[config.mk]
export PLATFORM = sky130hd
export DESIGN_NAME = matrix_keypad_decode_debounce_flat
export DESIGN_NICKNAME = d
export VERILOG_FILES = /design/src/sv/kpd_pkg.sv /design/src/sv/kpd_in_if.sv /design/src/sv/kpd_out_if.sv /design/src/sv/matrix_keypad_decode_debounce.sv /design/src/sv/kpd_scan_decode.sv /design/src/flat_wrapper.sv
export SDC_FILE = /design/constraint.sdc
export NUM_CORES = 1
export LEC_CHECK = 0
export BUFFER_PORTS_ARGS = -buffer_cell sky130_fd_sc_hd__buf_4
export CAP_MARGIN = 20
export CORE_ASPECT_RATIO = 0.9
export CORE_MARGIN = 3
export CORE_UTILIZATION = 30
export CTS_CLUSTER_DIAMETER = 30
export DETAILED_ROUTE_END_ITERATION = 10
export PLACE_DENSITY = 0.51
export SYNTH_ARGS = -nofsm -noshare
export SYNTH_HDL_FRONTEND = slang
export SYNTH_HIERARCHICAL = 1
export SYNTH_SLANG_ARGS = --single-unit
[constraint.sdc]
create_clock -name clk -period 6.3 [get_ports clk]
set_input_delay 0.945 -clock clk [delete_from_list [all_inputs] [get_ports clk]]
set_output_delay 0.945 -clock clk [all_outputs]
set_load 0.03 [all_outputs]
[src/sv/kpd_pkg.sv]
// Shared types and constants for the keypad scan decoder with debounce.
package kpd_pkg;

  localparam int unsigned NibbleW   = 4;
  localparam int unsigned KeyCodeW  = 8;
  localparam int unsigned KeyIndexW = 4;
  localparam int unsigned MapWordW  = 64;
  localparam int unsigned CfgIndexW = 1;

  // Register indexes of the configuration port.
  localparam logic [CfgIndexW-1:0] CfgKeyMapLow  = 1'b0;
  localparam logic [CfgIndexW-1:0] CfgKeyMapHigh = 1'b1;

  typedef enum logic [1:0] {
    SCAN_NONE    = 2'd0,
    SCAN_VALID   = 2'd1,
    SCAN_INVALID = 2'd2
  } scan_status_t;

  typedef enum logic [1:0] {
    ST_RELEASED       = 2'd0,
    ST_MAYBE_PUSHED   = 2'd1,
    ST_PUSHED         = 2'd2,
    ST_MAYBE_RELEASED = 2'd3
  } deb_state_t;

  // Result of decoding one scan.
  typedef struct packed {
    scan_status_t            status;
    logic [KeyIndexW-1:0]    index;
  } scan_result_t;

endpackage

[src/sv/kpd_in_if.sv]
// Valid/ready channel that carries one keypad scan item.
interface kpd_in_if import kpd_pkg::*; ();
  logic               valid;
  logic               ready;
  logic [NibbleW-1:0] row_lines;
  logic [NibbleW-1:0] column_lines;

  modport source (output valid, output row_lines, output column_lines, input ready);
  modport sink   (input valid, input row_lines, input column_lines, output ready);
endinterface

[src/sv/kpd_out_if.sv]
// Valid/ready channel that carries one debounced keypad result item.
interface kpd_out_if import kpd_pkg::*; ();
  logic                 valid;
  logic                 ready;
  logic [KeyCodeW-1:0]  held_key;
  logic                 new_key;
  logic [1:0]           scan_status;
  logic [KeyIndexW-1:0] raw_index;

  modport source (output valid, output held_key, output new_key, output scan_status,
                  output raw_index, input ready);
  modport sink   (input valid, input held_key, input new_key, input scan_status,
                  input raw_index, output ready);
endinterface

[src/sv/matrix_keypad_decode_debounce.sv]
// Top level of the 4x4 keypad scan decoder with debounce and key-code map.
//
// The in_ch channel takes one scan item per accepted handshake: the active-low
// row nibble and column nibble of the key matrix. The out_ch channel returns
// exactly one result item per scan: the held key code, a new-key flag, the raw
// scan status and the raw key index. Both channels use valid/ready; an item
// moves at a rising edge where both are high.
// The block has two register stages: a scan register and a result register.
// An accepted scan waits in the scan register until the result register is free,
// then moves there and is offered on out_ch; one scan can be accepted every cycle
// as long as the receiver takes results. When the receiver stalls, the result
// register holds its item, the scan register still takes one more scan, and
// only then does in_ch.ready drop.
// The debounce state advances when a scan moves into the result register, so
// scans are handled strictly in order.
// The user must write the key-code map via cfg_we, cfg_index and cfg_wdata only
// while the block is idle; the block does not enforce this. Synchronous reset
// (rst_n low) empties both stages, sets debounce released, clears latched key, maps.
module matrix_keypad_decode_debounce import kpd_pkg::*; (
  input  logic                  clk,
  input  logic                  rst_n,
  kpd_in_if.sink                in_ch,
  kpd_out_if.source             out_ch,
  input  logic                  cfg_we,
  input  logic [CfgIndexW-1:0]  cfg_index,
  input  logic [MapWordW-1:0]   cfg_wdata
);

  // Configuration: two words that together hold sixteen 8-bit key codes.
  logic [MapWordW-1:0] key_map_low_r;
  logic [MapWordW-1:0] key_map_high_r;

  always_ff @(posedge clk) begin
    if (!rst_n) begin
      key_map_low_r  <= '0;
      key_map_high_r <= '0;
    end else if (cfg_we) begin
      unique case (cfg_index)
        CfgKeyMapLow:  key_map_low_r  <= cfg_wdata;
        CfgKeyMapHigh: key_map_high_r <= cfg_wdata;
        default:       ;
      endcase
    end
  end

  // Scan register stage.
  logic               s1_valid_r;
  logic [NibbleW-1:0] s1_rows_r;
  logic [NibbleW-1:0] s1_cols_r;
  logic               s1_advance;
  logic               in_fire;

  // Result register stage.
  logic                 out_valid_r;
  logic [KeyCodeW-1:0]  held_key_r;
  logic                 new_key_r;
  scan_status_t         status_r;
  logic [KeyIndexW-1:0] index_r;

  // The result register is free when empty or when its item leaves now.
  assign s1_advance  = s1_valid_r && (!out_valid_r || out_ch.ready);
  assign in_ch.ready = !s1_valid_r || s1_advance;
  assign in_fire     = in_ch.valid && in_ch.ready;

  always_ff @(posedge clk) begin
    if (!rst_n) begin
      s1_valid_r <= 1'b0;
    end else if (in_ch.ready) begin
      s1_valid_r <= in_ch.valid;
    end
  end

  always_ff @(posedge clk) begin
    if (in_fire) begin
      s1_rows_r <= in_ch.row_lines;
      s1_cols_r <= in_ch.column_lines;
    end
  end

  // Decode of the registered scan.
  scan_result_t scan;

  kpd_scan_decode u_decode (
    .rows   (s1_rows_r),
    .cols   (s1_cols_r),
    .result (scan)
  );

  // Key-code lookup: bit 3 of the index picks the word, the low bits the byte.
  logic [MapWordW-1:0] map_word;
  logic [KeyCodeW-1:0] map_code;

  assign map_word = scan.index[KeyIndexW-1] ? key_map_high_r : key_map_low_r;
  assign map_code = map_word[scan.index[KeyIndexW-2:0]*KeyCodeW +: KeyCodeW];

  // Debounce state machine.
  deb_state_t          deb_state_r;
  deb_state_t          deb_state_nxt;
  logic [KeyCodeW-1:0] latched_key_r;
  logic [KeyCodeW-1:0] latched_key_nxt;
  logic                latch;

  always_ff @(posedge clk) begin
    if (!rst_n) begin
      deb_state_r   <= ST_RELEASED;
      latched_key_r <= '0;
    end else if (s1_advance) begin
      deb_state_r   <= deb_state_nxt;
      latched_key_r <= latched_key_nxt;
    end
  end

  always_comb begin
    deb_state_nxt = deb_state_r;
    latch         = 1'b0;
    unique case (scan.status)
      SCAN_VALID: begin
        unique case (deb_state_r)
          ST_RELEASED:       deb_state_nxt = ST_MAYBE_PUSHED;
          ST_MAYBE_PUSHED: begin
            deb_state_nxt = ST_PUSHED;
            latch         = 1'b1;
          end
          ST_PUSHED:         deb_state_nxt = ST_PUSHED;
          ST_MAYBE_RELEASED: deb_state_nxt = ST_PUSHED;
          default:           deb_state_nxt = ST_RELEASED;
        endcase
      end
      SCAN_NONE: begin
        if (deb_state_r == ST_PUSHED) begin
          deb_state_nxt = ST_MAYBE_RELEASED;
        end else begin
          deb_state_nxt = ST_RELEASED;
        end
      end
      // An invalid pattern leaves the machine where it is.
      default: deb_state_nxt = deb_state_r;
    endcase
    latched_key_nxt = latch ? map_code : latched_key_r;
  end

  // Result register: loads whenever a scan advances, so a stalled item holds.
  always_ff @(posedge clk) begin
    if (!rst_n) begin
      out_valid_r <= 1'b0;
    end else if (s1_advance) begin
      out_valid_r <= 1'b1;
    end else if (out_ch.ready) begin
      out_valid_r <= 1'b0;
    end
  end

  always_ff @(posedge clk) begin
    if (s1_advance) begin
      held_key_r <= latched_key_nxt;
      new_key_r  <= latch;
      status_r   <= scan.status;
      index_r    <= scan.index;
    end
  end

  assign out_ch.valid       = out_valid_r;
  assign out_ch.held_key    = held_key_r;
  assign out_ch.new_key     = new_key_r;
  assign out_ch.scan_status = status_r;
  assign out_ch.raw_index   = index_r;

endmodule

[src/sv/kpd_scan_decode.sv]
// Decodes one row/column scan into a status and a key index.
module kpd_scan_decode import kpd_pkg::*; (
  input  logic [NibbleW-1:0] rows,
  input  logic [NibbleW-1:0] cols,
  output scan_result_t       result
);

  // Finds the single low line of a nibble; ok is clear unless exactly one is low.
  function automatic logic [2:0] single_low(input logic [NibbleW-1:0] nib);
    logic [2:0] res;
    unique case (nib)
      4'b1110: res = 3'b100;
      4'b1101: res = 3'b101;
      4'b1011: res = 3'b110;
      4'b0111: res = 3'b111;
      default: res = 3'b000;
    endcase
    return res;
  endfunction

  logic [2:0] row_hit;
  logic [2:0] col_hit;

  assign row_hit = single_low(rows);
  assign col_hit = single_low(cols);

  always_comb begin
    result.index = '0;
    if (rows == '1) begin
      result.status = SCAN_NONE;
    end else if (row_hit[2] && col_hit[2]) begin
      result.status = SCAN_VALID;
      result.index  = {row_hit[1:0], col_hit[1:0]};
    end else begin
      result.status = SCAN_INVALID;
    end
  end

endmodule

[src/flat_wrapper.sv]
// flat-port wrapper written by rule: the top's interface ports become plain ports
module matrix_keypad_decode_debounce_flat import kpd_pkg::*;
  (clk, rst_n, cfg_we, cfg_index, cfg_wdata, in_ch_valid, in_ch_row_lines, in_ch_column_lines, in_ch_ready, out_ch_valid, out_ch_held_key, out_ch_new_key, out_ch_scan_status, out_ch_raw_index, out_ch_ready);
  kpd_in_if in_ch_i ();
  kpd_out_if out_ch_i ();
  input  logic clk;
  input  logic rst_n;
  input  logic cfg_we;
  input  logic [CfgIndexW-1:0] cfg_index;
  input  logic [MapWordW-1:0] cfg_wdata;
  input wire logic [$bits(in_ch_i.valid)-1:0] in_ch_valid;
  input wire logic [$bits(in_ch_i.row_lines)-1:0] in_ch_row_lines;
  input wire logic [$bits(in_ch_i.column_lines)-1:0] in_ch_column_lines;
  output wire logic [$bits(in_ch_i.ready)-1:0] in_ch_ready;
  output wire logic [$bits(out_ch_i.valid)-1:0] out_ch_valid;
  output wire logic [$bits(out_ch_i.held_key)-1:0] out_ch_held_key;
  output wire logic [$bits(out_ch_i.new_key)-1:0] out_ch_new_key;
  output wire logic [$bits(out_ch_i.scan_status)-1:0] out_ch_scan_status;
  output wire logic [$bits(out_ch_i.raw_index)-1:0] out_ch_raw_index;
  input wire logic [$bits(out_ch_i.ready)-1:0] out_ch_ready;
  assign in_ch_i.valid = in_ch_valid;
  assign in_ch_i.row_lines = in_ch_row_lines;
  assign in_ch_i.column_lines = in_ch_column_lines;
  assign in_ch_ready = in_ch_i.ready;
  assign out_ch_valid = out_ch_i.valid;
  assign out_ch_held_key = out_ch_i.held_key;
  assign out_ch_new_key = out_ch_i.new_key;
  assign out_ch_scan_status = out_ch_i.scan_status;
  assign out_ch_raw_index = out_ch_i.raw_index;
  assign out_ch_i.ready = out_ch_ready;
  matrix_keypad_decode_debounce u_core (.clk(clk), .rst_n(rst_n), .in_ch(in_ch_i), .out_ch(out_ch_i), .cfg_we(cfg_we), .cfg_index(cfg_index), .cfg_wdata(cfg_wdata));
endmodule
==> results.sh <==
export IMPL_dp_hpwl_um=12200
export IMPL_num_rows=52
export IMPL_grt_pass1_vias=5227
export IMPL_ir_drop_mv=0.145
export IMPL_hold_path_depth=2
export IMPL_wirelength_um=19200
export IMPL_dr_pass1_iters=5
export IMPL_p_leak_nw=2.96
export IMPL_grt_util_all_layers_pct=15.2
export IMPL_path_cells="xnor2_1, o211ai_1, nand3_1, nor2_2, buf_4, nor2b_1, buf_4, a221oi_1, a22oi_2, a21oi_1"
export IMPL_synth_cells=779
export IMPL_clk_pin_slew_ns=0.06
export IMPL_slew_headroom_pct=38.0
export IMPL_syn_mean_instance_area_um2=8.96
export IMPL_cts_htree_levels=4
export IMPL_cts_resized=0
export IMPL_antenna_found_initial=0
export IMPL_r2r_end="u_core/out_ch.held_key[1]"
export IMPL_timing_critical_path_arrival_ns=3.29
export IMPL_crit_start="u_core/s1_rows_r[2]"
export IMPL_worst_slack_ns=3.18
export IMPL_clock_sinks=163
export IMPL_synthArstFlopShare_pct=0
export IMPL_rr_startpoint="u_core/s1_rows_r[2]"
export IMPL_ys_seq_elements=163
export IMPL_die_w_um=167
export IMPL_hp_start="u_core/key_map_high_r[44]"
export IMPL_drt_iter0_markers=371
export IMPL_cts_setup_buffers=0
export IMPL_clockBufferDepth=2
export IMPL_synth_edf_count=23
export IMPL_vias_per_cell=4.77
export IMPL_yosysUniqueCellTypes=48
export IMPL_die_h_um=151
export IMPL_grt_max_degree=69
export IMPL_min_to="u_core/key_map_high_r[44]"
export IMPL_drive_above_1_share_pct=21.1
export IMPL_worst_pin_slew_ns=0.930
export IMPL_synth_area_top_cells="dfxtp_1 (40%), nand2_1 (14%), edfxtp_1 (9.9%), a21oi_1 (9.8%), mux2i_1 (4.9%)"
export IMPL_overflow=0
export IMPL_reg2reg_depth=10
export IMPL_start_util_pct=30.8
export IMPL_yosysTopAreaCell="dfxtp_1"
export IMPL_min_period_ns=3.12
export IMPL_start_kind="flip-flop"
export IMPL_io_buffers=94
export IMPL_ys_seq_area_share_pct=50.0
export IMPL_end_kind="flip-flop"
export IMPL_max_freq_ghz=0.320
export IMPL_gp_congestion=0.810
export IMPL_nets=924
export IMPL_finalMaxSlewViolations=0
export IMPL_cts_root_buf="clkbuf_16"
export IMPL_numCtsBuffers=17
export IMPL_crit_required_ns=6.47
export IMPL_crit_type="reg2reg"
export IMPL_synthTopCellsByCount="nand2_1 (269), dfxtp_1 (140), a21oi_1 (137)"
export IMPL_vias=5517
export IMPL_final_setup_skew_ns=0.0110
export IMPL_synth_area_um2=6980
export IMPL_postCtsHoldBufs=0
export IMPL_max_cap_violations=0
export IMPL_io_pins=95
export IMPL_slowest_stage="edfxtp_1"
export IMPL_run_status="completed"
export IMPL_nFillCells=2340
export IMPL_grt_pass1_wl_um=29700
export IMPL_synth_top_area_share_pct=40.1
export IMPL_hold_class="reg2reg"
export IMPL_pre_cts_ws_ns=3.18
export IMPL_rsz0062_at_grt="false"
export IMPL_cp_max_fo=19
export IMPL_dieArea_um2=25100
export IMPL_synth_top_flop_cell="dfxtp_1"
export IMPL_finalCritPeriodShare_pct=49.5
export IMPL_whs_ns=0.452
export IMPL_max_stage_delay_ns=0.51
export IMPL_yosys_warnings=6
export IMPL_final_antenna_net_count=0
export IMPL_insertion_delay_ns=0.42
export IMPL_core_area_um2=22700
export IMPL_syn_nets=857
export IMPL_synth_most_common_cell="nand2_1"
export IMPL_reg2reg_slack_ns=3.18
export IMPL_area_delta_synth_final_pct=21.2
export IMPL_n_antenna_cell=0
export IMPL_tritoncts="done"
export IMPL_routedWlPerCell_um=16.6
export IMPL_total_power_mw=2.38
export IMPL_drcViolationCount=0
export IMPL_setup_violations_final=0
export IMPL_power_density_nw_per_um2=281
export IMPL_fin_setup_tns_ns=0
export IMPL_crit_top_cell="buf_4"
export IMPL_hold_viol_final=0
==> where the power goes <==
part	internal [mW]	switching, mW	total [mW]
logic	0.0974	0.137	0.235
registers	1.10	0.0256	1.13
clock network	0.598	0.418	1.02
total	1.80	0.581	2.38
==> final cells by class <==
class                           instances  area, um2  area share (%)
Clock buffer                           24        503            5.94
Clock inverter                          8       71.3           0.843
Multi-Input combinational cell        557       3230            38.2
Sequential cell                       163       3490            41.3
Tap cell                              297        372            4.39
Timing Repair Buffer                  104        781            9.23
Inverter                                3       12.5           0.148
==> cells by family after synthesis <==
| group | count (synthesis) | share of synthesized area [%] |
|---|---|---|
| xor gates and xnor gates | 5 | 0.627 |
| buffers and inverters | 59 | 4.19 |
| DFF | 163 | 50.0 |
| and+or+nand+nor | 325 | 19.3 |
| muxes | 50 | 10.1 |
| AOI/OAI and AO/OA | 177 | 15.8 |
==> layout by cell type (no fill, tap or decap), types with 2 or more instances in the layout <==
| cell type | count |
|---|---|
| nand3_1 | 2 |
| o21ai_1 | 8 |
| xor2_1 | 3 |
| clkbuf_16 | 18 |
| mux4_2 | 15 |
| a21oi_1 | 137 |
| edfxtp_1 | 23 |
| clkbuf_8 | 3 |
| nor2b_1 | 2 |
| nand2b_4 | 2 |
| nand4b_1 | 2 |
| and2_2 | 2 |
| clkinv_2 | 5 |
| clkbuf_1 | 3 |
| a221oi_1 | 6 |
| buf_4 | 104 |
| nor2_1 | 16 |
| inv_1 | 2 |
| nand2b_1 | 16 |
| mux2i_1 | 34 |
| a22oi_2 | 8 |
| a221oi_2 | 10 |
| xnor2_1 | 2 |
| dfxtp_1 | 140 |
| nor2_2 | 2 |
| inv_4 | 2 |
| and2_1 | 3 |
| nand2_1 | 268 |
==> worst max-delay path by stage <==
| stage | to | cells past startpoint |
|---|---|---|
| after floorplan | u_core/out_ch.held_key[7] | 11 |
| after global placement | u_core/out_ch.held_key[1] | 10 |
| after detailed placement | u_core/out_ch.held_key[1] | 10 |
| after CTS | u_core/out_ch.held_key[1] | 10 |
| after global routing | u_core/out_ch.held_key[1] | 10 |
| final | u_core/out_ch.held_key[1] | 10 |
==> registers in the layout, indices dropped and copies added, names as in the netlist, named ones only <==
register	flops
u_core/key_map_low_r	64
u_core/out_ch.valid	1
u_core/s1_cols_r	4
u_core/key_map_high_r	64
u_core/out_ch.scan_status	2
u_core/s1_rows_r	4
u_core/out_ch.raw_index	4
u_core/deb_state_r	1
u_core/out_ch.held_key	8
u_core/s1_valid_r	1
u_core/latched_key_r	8
u_core/out_ch.new_key	1
==> through the flow <==
| step | utilization [%] | instances | cell area [um2] |
|---|---|---|---|
| 6_report | 37.3 | 1156 | 8460 |
| 2_1_floorplan | - | 779 | 6980 |
| 3_5_place_dp | 34.7 | 1124 | 7890 |
| 3_3_place_gp | 34.7 | 1124 | 7890 |
| 4_1_cts | 37.3 | 1156 | 8460 |
| 5_1_grt | 37.3 | 1156 | 8460 |
==> per-layer routing <==
| metal | global-route usage, % | wire length (um) | up-vias | part of all wire, % |
|---|---|---|---|---|
| met4 | 3.84 | 199 | 0 | 1.0 |
| li1 | - | - | 2800 | - |
| met2 | 22.4 | 8440 | 124 | 44 |
| met1 | 22.3 | 9750 | 2578 | 51 |
| met3 | 3.94 | 854 | 15 | 4.4 |
| met5 | 0 | 0 | - | 0 |
==> worst max-delay path: cells and delay by family (launching register included) <==
kind                      cells  cell delay, ns
and+or+nand+nor               3            0.68
buffers and inverters         2            0.68
AOI/OAI and AO/OA             4            0.77
DFF                           1            0.51
xor gates and xnor gates      1            0.20
Power figures use the tool's default switching activity.
